`src/sv/magic_length_prefixed_deframer_defines.svh`:
```
// assertion macros for the deframer
`ifndef MAGIC_LENGTH_PREFIXED_DEFRAMER_DEFINES_SVH
`define MAGIC_LENGTH_PREFIXED_DEFRAMER_DEFINES_SVH

`ifndef ASSERT_OFF
// expression holds at every clock edge out of reset
`define MLPD_ASSERT_ALWAYS(lbl, expr, msg) \
  lbl: assert property (@(posedge clk) disable iff (rst) (expr)) else $error(msg);
// antecedent implies consequent in the same cycle
`define MLPD_ASSERT_IMPLY(lbl, ante, cons, msg) \
  lbl: assert property (@(posedge clk) disable iff (rst) (ante) |-> (cons)) else $error(msg);
`else
`define MLPD_ASSERT_ALWAYS(lbl, expr, msg)
`define MLPD_ASSERT_IMPLY(lbl, ante, cons, msg)
`endif

`endif

```
`src/sv/mlpd_pkg.sv`:
```
`default_nettype none
package mlpd_pkg;

  localparam int unsigned ByteW   = 8;
  localparam int unsigned MaxLenW = 31;
  localparam int unsigned GatherW = 24;

  localparam logic [MaxLenW-1:0] MaxLenReset = 31'd1048576;

  localparam logic [ByteW-1:0] MarkFirst  = 8'h59;
  localparam logic [ByteW-1:0] MarkSecond = 8'h48;

  // phase codes
  localparam logic [2:0] PhHunt   = 3'd0;
  localparam logic [2:0] PhAfterY = 3'd1;
  localparam logic [2:0] PhLen0   = 3'd2;
  localparam logic [2:0] PhLen1   = 3'd3;
  localparam logic [2:0] PhLen2   = 3'd4;
  localparam logic [2:0] PhLen3   = 3'd5;
  localparam logic [2:0] PhBody   = 3'd6;

  typedef struct packed {
    logic [ByteW-1:0] body_byte;
    logic             last_of_frame;
    logic             empty_frame;
  } result_t;

endpackage
`default_nettype wire

```
`src/sv/magic_length_prefixed_deframer.sv`:
```
// path: an accepted byte is held in the input register, then its result is registered in the output stage
// throughput: one byte per cycle while the output accepts, with a two-deep output skid
// the core adds no stall; input waits only while the skid word is held
// reset (rst, synchronous, active high) returns to the hunt, empties the
// input, output and skid stages and sets max_body_length to 1048576
`default_nettype none
`include "magic_length_prefixed_deframer_defines.svh"
module magic_length_prefixed_deframer (
  input  wire logic                         clk,
  input  wire logic                         rst,
  input  wire logic                         cfg_wr_en,
  input  wire logic [mlpd_pkg::MaxLenW-1:0] cfg_wr_data,   // max_body_length
  input  wire logic                         s_axis_tvalid,
  output logic                              s_axis_tready,
  input  wire logic [7:0]                   s_axis_tdata,  // [7:0] byte_in
  output logic                              m_axis_tvalid,
  input  wire logic                         m_axis_tready,
  output logic [7:0]                        m_axis_tdata,  // [7:0] body_byte
  output logic                              m_axis_tlast,  // last_of_frame
  output logic                              m_axis_tuser   // [0] empty_frame
);
  import mlpd_pkg::*;

  logic             in_valid;
  logic [ByteW-1:0] in_byte;
  logic             out_room;
  logic             step;
  logic             res_valid;
  result_t          res;
  result_t          out_word;
  logic             empty_word_ok;

  // a held word moves on when the output side has room
  assign step = in_valid && out_room;

  // input register
  mlpd_in_reg u_in (
    .clk     (clk),
    .rst     (rst),
    .s_valid (s_axis_tvalid),
    .s_data  (s_axis_tdata),
    .s_ready (s_axis_tready),
    .consume (step),
    .q_valid (in_valid),
    .q_data  (in_byte)
  );

  // marker hunt, length gather and body pass
  mlpd_fsm u_fsm (
    .clk         (clk),
    .rst         (rst),
    .cfg_wr_en   (cfg_wr_en),
    .cfg_wr_data (cfg_wr_data),
    .step        (step),
    .byte_in     (in_byte),
    .res_valid   (res_valid),
    .res         (res)
  );

  // result register with skid stage
  mlpd_out_reg u_out (
    .clk     (clk),
    .rst     (rst),
    .push    (res_valid),
    .din     (res),
    .room    (out_room),
    .m_valid (m_axis_tvalid),
    .m_ready (m_axis_tready),
    .m_data  (out_word)
  );

  assign m_axis_tdata = out_word.body_byte;
  assign m_axis_tlast = out_word.last_of_frame;
  assign m_axis_tuser = out_word.empty_frame;

  // shape of an empty-frame word
  assign empty_word_ok = m_axis_tlast && (m_axis_tdata == '0);

  // checks
  `MLPD_ASSERT_ALWAYS(a_push_has_room, !res_valid || out_room, "result pushed with no room")
  `MLPD_ASSERT_IMPLY(a_empty_is_last, m_axis_tvalid && m_axis_tuser, empty_word_ok, "bad empty word")
  `MLPD_ASSERT_IMPLY(a_stall_means_held, !s_axis_tready, in_valid && !out_room, "bad stall")

endmodule
`default_nettype wire

```
`src/sv/mlpd_in_reg.sv`:
```
`default_nettype none
module mlpd_in_reg (
  input  wire logic                       clk,
  input  wire logic                       rst,
  input  wire logic                       s_valid,
  input  wire logic [mlpd_pkg::ByteW-1:0] s_data,
  output logic                            s_ready,
  input  wire logic                       consume,
  output logic                            q_valid,
  output logic [mlpd_pkg::ByteW-1:0]      q_data
);
  import mlpd_pkg::*;

  // room when empty or when the held word leaves this cycle
  assign s_ready = !q_valid || consume;

  // valid flag
  always_ff @(posedge clk) begin
    if (rst) begin
      q_valid <= 1'b0;
    end else if (s_valid && s_ready) begin
      q_valid <= 1'b1;
    end else if (consume) begin
      q_valid <= 1'b0;
    end
  end

  // held word
  always_ff @(posedge clk) begin
    if (s_valid && s_ready) begin
      q_data <= s_data;
    end
  end

endmodule
`default_nettype wire

```
`src/sv/mlpd_fsm.sv`:
```
`default_nettype none
module mlpd_fsm (
  input  wire logic                         clk,
  input  wire logic                         rst,
  input  wire logic                         cfg_wr_en,
  input  wire logic [mlpd_pkg::MaxLenW-1:0] cfg_wr_data,
  input  wire logic                         step,
  input  wire logic [mlpd_pkg::ByteW-1:0]   byte_in,
  output logic                              res_valid,
  output mlpd_pkg::result_t                 res
);
  import mlpd_pkg::*;

  logic [MaxLenW-1:0] max_len;
  logic [2:0]         phase;
  logic [2:0]         phase_next;
  logic [GatherW-1:0] gather;
  logic [GatherW-1:0] gather_next;
  logic [MaxLenW-1:0] remaining;
  logic [MaxLenW-1:0] remaining_next;
  logic [31:0]        full_len;
  logic               rem_nonzero;

  // full length once the fourth byte arrives
  assign full_len    = {byte_in, gather};
  assign rem_nonzero = (remaining != '0);

  // max length register
  always_ff @(posedge clk) begin
    if (rst) begin
      max_len <= MaxLenReset;
    end else if (cfg_wr_en) begin
      max_len <= cfg_wr_data;
    end
  end

  // next state and result for one word
  always_comb begin
    phase_next     = phase;
    gather_next    = gather;
    remaining_next = remaining;
    res_valid      = 1'b0;
    res            = '0;
    unique case (phase) inside
      PhAfterY: begin
        gather_next = '0;
        phase_next  = (byte_in == MarkSecond) ? PhLen0 : PhHunt;
      end
      PhLen0: begin
        gather_next[7:0] = byte_in;
        phase_next       = PhLen1;
      end
      PhLen1: begin
        gather_next[15:8] = byte_in;
        phase_next        = PhLen2;
      end
      PhLen2: begin
        gather_next[23:16] = byte_in;
        phase_next         = PhLen3;
      end
      PhLen3: begin
        if (full_len[31] || (full_len[MaxLenW-1:0] > max_len)) begin
          phase_next = PhHunt;
        end else if (full_len == '0) begin
          phase_next              = PhHunt;
          remaining_next          = '0;
          res_valid               = 1'b1;
          res.last_of_frame       = 1'b1;
          res.empty_frame         = 1'b1;
        end else begin
          remaining_next = full_len[MaxLenW-1:0];
          phase_next     = PhBody;
        end
      end
      PhBody: begin
        remaining_next    = remaining - {{(MaxLenW-1){1'b0}}, rem_nonzero};
        res_valid         = 1'b1;
        res.body_byte     = byte_in;
        res.last_of_frame = (remaining_next == '0);
        if (remaining_next == '0) begin
          phase_next = PhHunt;
        end
      end
      default: begin
        phase_next = (byte_in == MarkFirst) ? PhAfterY : PhHunt;
      end
    endcase
    if (!step) begin
      res_valid = 1'b0;
    end
  end

  // state registers
  always_ff @(posedge clk) begin
    if (rst) begin
      phase     <= PhHunt;
      gather    <= '0;
      remaining <= '0;
    end else if (step) begin
      phase     <= phase_next;
      gather    <= gather_next;
      remaining <= remaining_next;
    end
  end

endmodule
`default_nettype wire

```
`src/sv/mlpd_out_reg.sv`:
```
`default_nettype none
module mlpd_out_reg (
  input  wire logic              clk,
  input  wire logic              rst,
  input  wire logic              push,
  input  mlpd_pkg::result_t      din,
  output logic                   room,
  output logic                   m_valid,
  input  wire logic              m_ready,
  output mlpd_pkg::result_t      m_data
);
  import mlpd_pkg::*;

  result_t skid;
  logic    skid_valid;
  logic    load_main;

  // room is registered: only the skid stage blocks the core
  assign room      = !skid_valid;
  assign load_main = !m_valid || m_ready;

  // valid flags
  always_ff @(posedge clk) begin
    if (rst) begin
      m_valid    <= 1'b0;
      skid_valid <= 1'b0;
    end else if (load_main) begin
      if (skid_valid) begin
        m_valid    <= 1'b1;
        skid_valid <= 1'b0;
      end else begin
        m_valid <= push;
      end
    end else if (push) begin
      skid_valid <= 1'b1;
    end
  end

  // payload
  always_ff @(posedge clk) begin
    if (load_main) begin
      m_data <= skid_valid ? skid : din;
    end else if (push) begin
      skid <= din;
    end
  end

endmodule
`default_nettype wire
```
`config.mk`:
```
export PLATFORM = sky130hd
export DESIGN_NAME = magic_length_prefixed_deframer
export DESIGN_NICKNAME = d
export VERILOG_FILES = /design/src/sv/mlpd_pkg.sv /design/src/sv/magic_length_prefixed_deframer.sv /design/src/sv/mlpd_in_reg.sv /design/src/sv/mlpd_fsm.sv /design/src/sv/mlpd_out_reg.sv
export VERILOG_INCLUDE_DIRS = /design/src /design/src/sv
export SDC_FILE = /design/constraint.sdc
export NUM_CORES = 1
export LEC_CHECK = 0
export ABC_AREA = 1
export BUFFER_PORTS_ARGS = -buffer_cell sky130_fd_sc_hd__buf_2
export CAP_MARGIN = 30
export CORE_MARGIN = 1
export CORE_UTILIZATION = 60
export CTS_BUF_LIST = sky130_fd_sc_hd__clkbuf_4
export DETAILED_ROUTE_END_ITERATION = 16
export PLACE_DENSITY = 0.88
export RECOVER_POWER = 25
export SLEW_MARGIN = 15
export SYNTH_ARGS = -nofsm -noshare
export SYNTH_HDL_FRONTEND = slang
export SYNTH_HIERARCHICAL = 1
export SYNTH_SLANG_ARGS = --single-unit
```
`constraint.sdc`:
```
create_clock -name clk -period 3.6 [get_ports clk]
set_input_delay 0.36 -clock clk [delete_from_list [all_inputs] [get_ports clk]]
set_output_delay 0.36 -clock clk [all_outputs]
set_load 0.02 [all_outputs]
```
==> results.yml <==
yosys:
  synth_warnings: 6
  post_synth_xor_area_fraction_pct: 0.382
  synthMuxAreaShare_pct: 0
  post_synth_instance_area_um2: 6880
  postSynthRegisterBits: 120
  synth_top_family_by_area: "simple AND/OR/NAND/NOR gates"
  netlist_instances: 1002
  synth_compound_gate_area_share_pct: 12.6
  synth_nets: 1079
  yosys.area_share.simple_pct: 33.4
  synth.yosys.seq_area_share_pct: 39.0
  mean_area_per_synthesized_cell_um2: 6.87
  yosys.area_share.adder_pct: 6.00
  synthDistinctLibCells: 36
worst_setup_path:
  timing.critical_path.slowest_cell_delay_ns: 0.57
  critical_path_required_ns: 3.87
  rrSetupSlack_ns: 0.63
  crit_path_max_fanout: 8
  crit_path_cell_trace: "ha_1 > nand2_1 > nor2_1 > and3b_1 > nand2_1 > a21oi_1 > nor2_1 > nand2_1 > nand2_1 > nand2_1 > nor2_1 > nand2_1 > a21oi_1 > inv_1 > nor2_1 > buf_4"
  crit_path_launch_type: "register"
  critPathTopFamily: "simple AND/OR/NAND/NOR gates"
  worst-setup-path-type: "register to register"
  worstPathArrival_ns: 3.24
  endpoint_kind: "register"
  cpMaxStageDelayCell: "sky130_fd_sc_hd__edfxtp_1"
  cpMostUsedCell: "sky130_fd_sc_hd__nand2_1"
  cp_num_buf_inv: 2
drt:
  routed_wirelength_mm: 18.2
  detailedRoute.firstIterationViolations: 523
  drtAntennaViolNets: 0
  drtPass1Iterations: 5
  detail_route.vias_per_cell: 5.52
  num_vias: 6719
  drt_drc_violations_left: 0
  avgRoutedWirePerCell_um: 15.0
die:
  start_util_pct: 62.6
  die_height_um: 109
  die_w_um: 109
  die_area_um2: 11900
  ioPinCount: 56
  core-area_um2: 11000
  std_cell_rows: 38
timing:
  slew_at_the_pin_closest_to_its_max_slew_limit_ns: 1.48
  rsz_0062_raised_after_global_routing: "false"
  timing_hold_violations_final: 0
  slew-limit-headroom_pct: 1.52
  setup_tns_final_ns: 0
  timing.final.setup_violations: 0
  achievable-frequency_mhz: 336
  final-max-slew-violation-count: 0
  final.hold.worst_slack_ns: 0.0815
  fin_skew_ns: 0.0179
  final_worst_path_period_share_pct: 82.6
  fin_crit_ns: 2.97
clock_network:
  cts_made_buffers: 17
  clock_insertion_delay_at_the_later_pin_of_the_skew_report_ns: 0.55
  clkTransAtPathRegs_ns: 0.11
  post_cts.repair.setup_buffers: 0
  cts_max_path_buffers: 2
  clock-root-buffer: "sky130_fd_sc_hd__clkbuf_4"
  post_cts.resized_instances: 0
  clkSinkCount: 120
  tritoncts_clock_tree: "yes"
  cts_htree_levels: 4
status:
  run_status: "complete, no violations"
pwr:
  vdd_drop_max_uv: 291
  leakagePower_uw: 0.00361
  power_density_of_the_placed_cells_nw_per_um2: 424
global_route:
  grt_pass1_vias: 6323
  grt_pass1_wl_mm: 29.6
  grt_overflow: 0
  groute.usage.overall_pct: 32.8
  grt_antenna_before_repair: 0
  largest_net_degree_at_the_start_of_global_routing: 48
cells_and_area:
  final_net_count: 1141
  drive_gt1_share_pct: 12.7
  antenna_cells: 0
  layout-area-overhead-vs-synth_pct: 11.3
min_path:
  hold_class: "primary input to register"
placed_design:
  portBuffers: 55
  routabilityCongestion: 0.996
  hpwl_dp_mm: 13.1
run:
  max_cap_check_violation_count: 0
-- cell families (layout without fill, tap and decap cells) --
kind of cell	after synthesis	count (layout)
flops	120	120
compound gates	168	168
simple gates	529	529
xor+xnor	3	3
fa+ha+maj	33	33
buf+inv	149	224
-- placed cells by master, fill, tap and decap left out, drive strengths merged, types with 7 or more instances in the layout --
| master | count |
|---|---|
| nand2 | 278 |
| nor2 | 168 |
| inv | 118 |
| dfxtp | 92 |
| o21ai | 84 |
| a21oi | 73 |
| buf | 64 |
| nand3 | 47 |
| ha | 33 |
| edfxtp | 28 |
| clkbuf | 20 |
| nand4 | 18 |
| dlygate4sd3 | 11 |
| nor4 | 10 |
| clkinv | 8 |
| o22ai | 7 |
-- metrics by stage --
step / total power [µW] / instances / worst slack (ns) / utilization [%] / instance area, µm²
after floorplan: 2100 / 1002 / 0.980 / - / 6880
after global placement: 2280 / 1173 / 0.734 / 66.0 / 7250
after detailed placement: 2290 / 1173 / 0.696 / 66.0 / 7250
after CTS: 3250 / 1216 / 0.673 / 69.5 / 7630
after global routing: 3420 / 1217 / 0.369 / 69.8 / 7660
final: 3250 / 1217 / 0.628 / 69.8 / 7660
-- registers in the layout (all words and copies together), names as in the netlist --
name	cells
u_in/q_valid	1
u_fsm/phase	3
u_fsm/max_len	31
u_in/q_data	8
u_out/m_valid	1
u_out/skid_valid	1
u_out/m_data	10
u_out/skid	10
u_fsm/remaining	31
u_fsm/gather	24
-- tightest hold or removal path, delay by kind of cell --
family	cells	cell delay (ns)
buffers and inverters	2	0.17
AOI/OAI and AO/OA	1	0.06
-- final cells by class --
| cell class | instances | area (µm²) |
|---|---|---|
| timing repair buffer | 76 | 492 |
| sequential | 120 | 2680 |
| clock buffer | 19 | 143 |
| inverter | 116 | 435 |
| tap | 140 | 175 |
| multi-input combinational | 733 | 3600 |
| fill | 935 | 3320 |
| clock inverter | 13 | 130 |
-- layer usage --
layer | global-route usage, % | share of wire [%] | vias up
li1 | - | - | 3381
met1 | 38.5 | 41 | 2992
met2 | 54.7 | 47 | 286
met3 | 7.47 | 7.6 | 60
met4 | 19.1 | 3.9 | 0
met5 | 0 | 0 | -
-- synth_stat cells --
master	count	share of area, %
sky130_fd_sc_hd__nand4_1	18	1.6
sky130_fd_sc_hd__buf_4	2	0.22
sky130_fd_sc_hd__o2111ai_1	1	0.13
sky130_fd_sc_hd__xnor2_1	3	0.38
sky130_fd_sc_hd__a21oi_1	72	5.2
sky130_fd_sc_hd__nand3_1	46	3.3
sky130_fd_sc_hd__buf_1	1	0.055
sky130_fd_sc_hd__ha_1	33	6.0
sky130_fd_sc_hd__nor2_8	1	0.29
sky130_fd_sc_hd__nand3_2	1	0.15
sky130_fd_sc_hd__nor4_1	10	0.91
sky130_fd_sc_hd__a21oi_2	1	0.13
sky130_fd_sc_hd__o21ai_0	78	5.7
sky130_fd_sc_hd__nor2_4	9	1.5
sky130_fd_sc_hd__clkbuf_1	23	1.3
sky130_fd_sc_hd__nand2_4	2	0.33
sky130_fd_sc_hd__nand2_2	14	1.3
sky130_fd_sc_hd__nor2_2	8	0.73
sky130_fd_sc_hd__and3b_1	1	0.13
sky130_fd_sc_hd__inv_1	110	6.0
sky130_fd_sc_hd__o311ai_0	1	0.13
sky130_fd_sc_hd__o211ai_1	1	0.11
sky130_fd_sc_hd__inv_2	5	0.27
sky130_fd_sc_hd__o22ai_1	7	0.64
sky130_fd_sc_hd__o21ai_1	5	0.36
sky130_fd_sc_hd__nor3_1	4	0.29
sky130_fd_sc_hd__buf_2	4	0.29
sky130_fd_sc_hd__nand2_1	262	14
sky130_fd_sc_hd__nor2_1	150	8.2
sky130_fd_sc_hd__buf_6	3	0.49
sky130_fd_sc_hd__o21a_1	1	0.11
sky130_fd_sc_hd__o21ai_2	1	0.13
sky130_fd_sc_hd__edfxtp_1	28	12
sky130_fd_sc_hd__nand3b_1	3	0.33
sky130_fd_sc_hd__clkinv_1	1	0.055
sky130_fd_sc_hd__dfxtp_1	92	27
-- worst paths after layout --
| check | start | endpoint | depth (start not counted) |
|---|---|---|---|
| worst min-delay path | s_axis_tvalid | u_in/q_valid | 3 |
| worst max register to register | u_in/q_data[4] | u_out/skid[4] | 16 |
| worst min register to register | u_fsm/max_len[26] | u_fsm/max_len[26] | 2 |
| worst max-delay path | u_in/q_data[4] | u_out/skid[4] | 16 |
-- repair_timing --
action	4_1_cts	5_1_grt
hold buffers	11	0
setup endpoints to repair	0	0
hold endpoints to repair	10	0
-- report_power, final --
part	switching, µW	internal, µW
combinational	549	297
clock	528	424
sequential	35.1	1420
total	1110	2140
(Power assumes the default switching activity.)
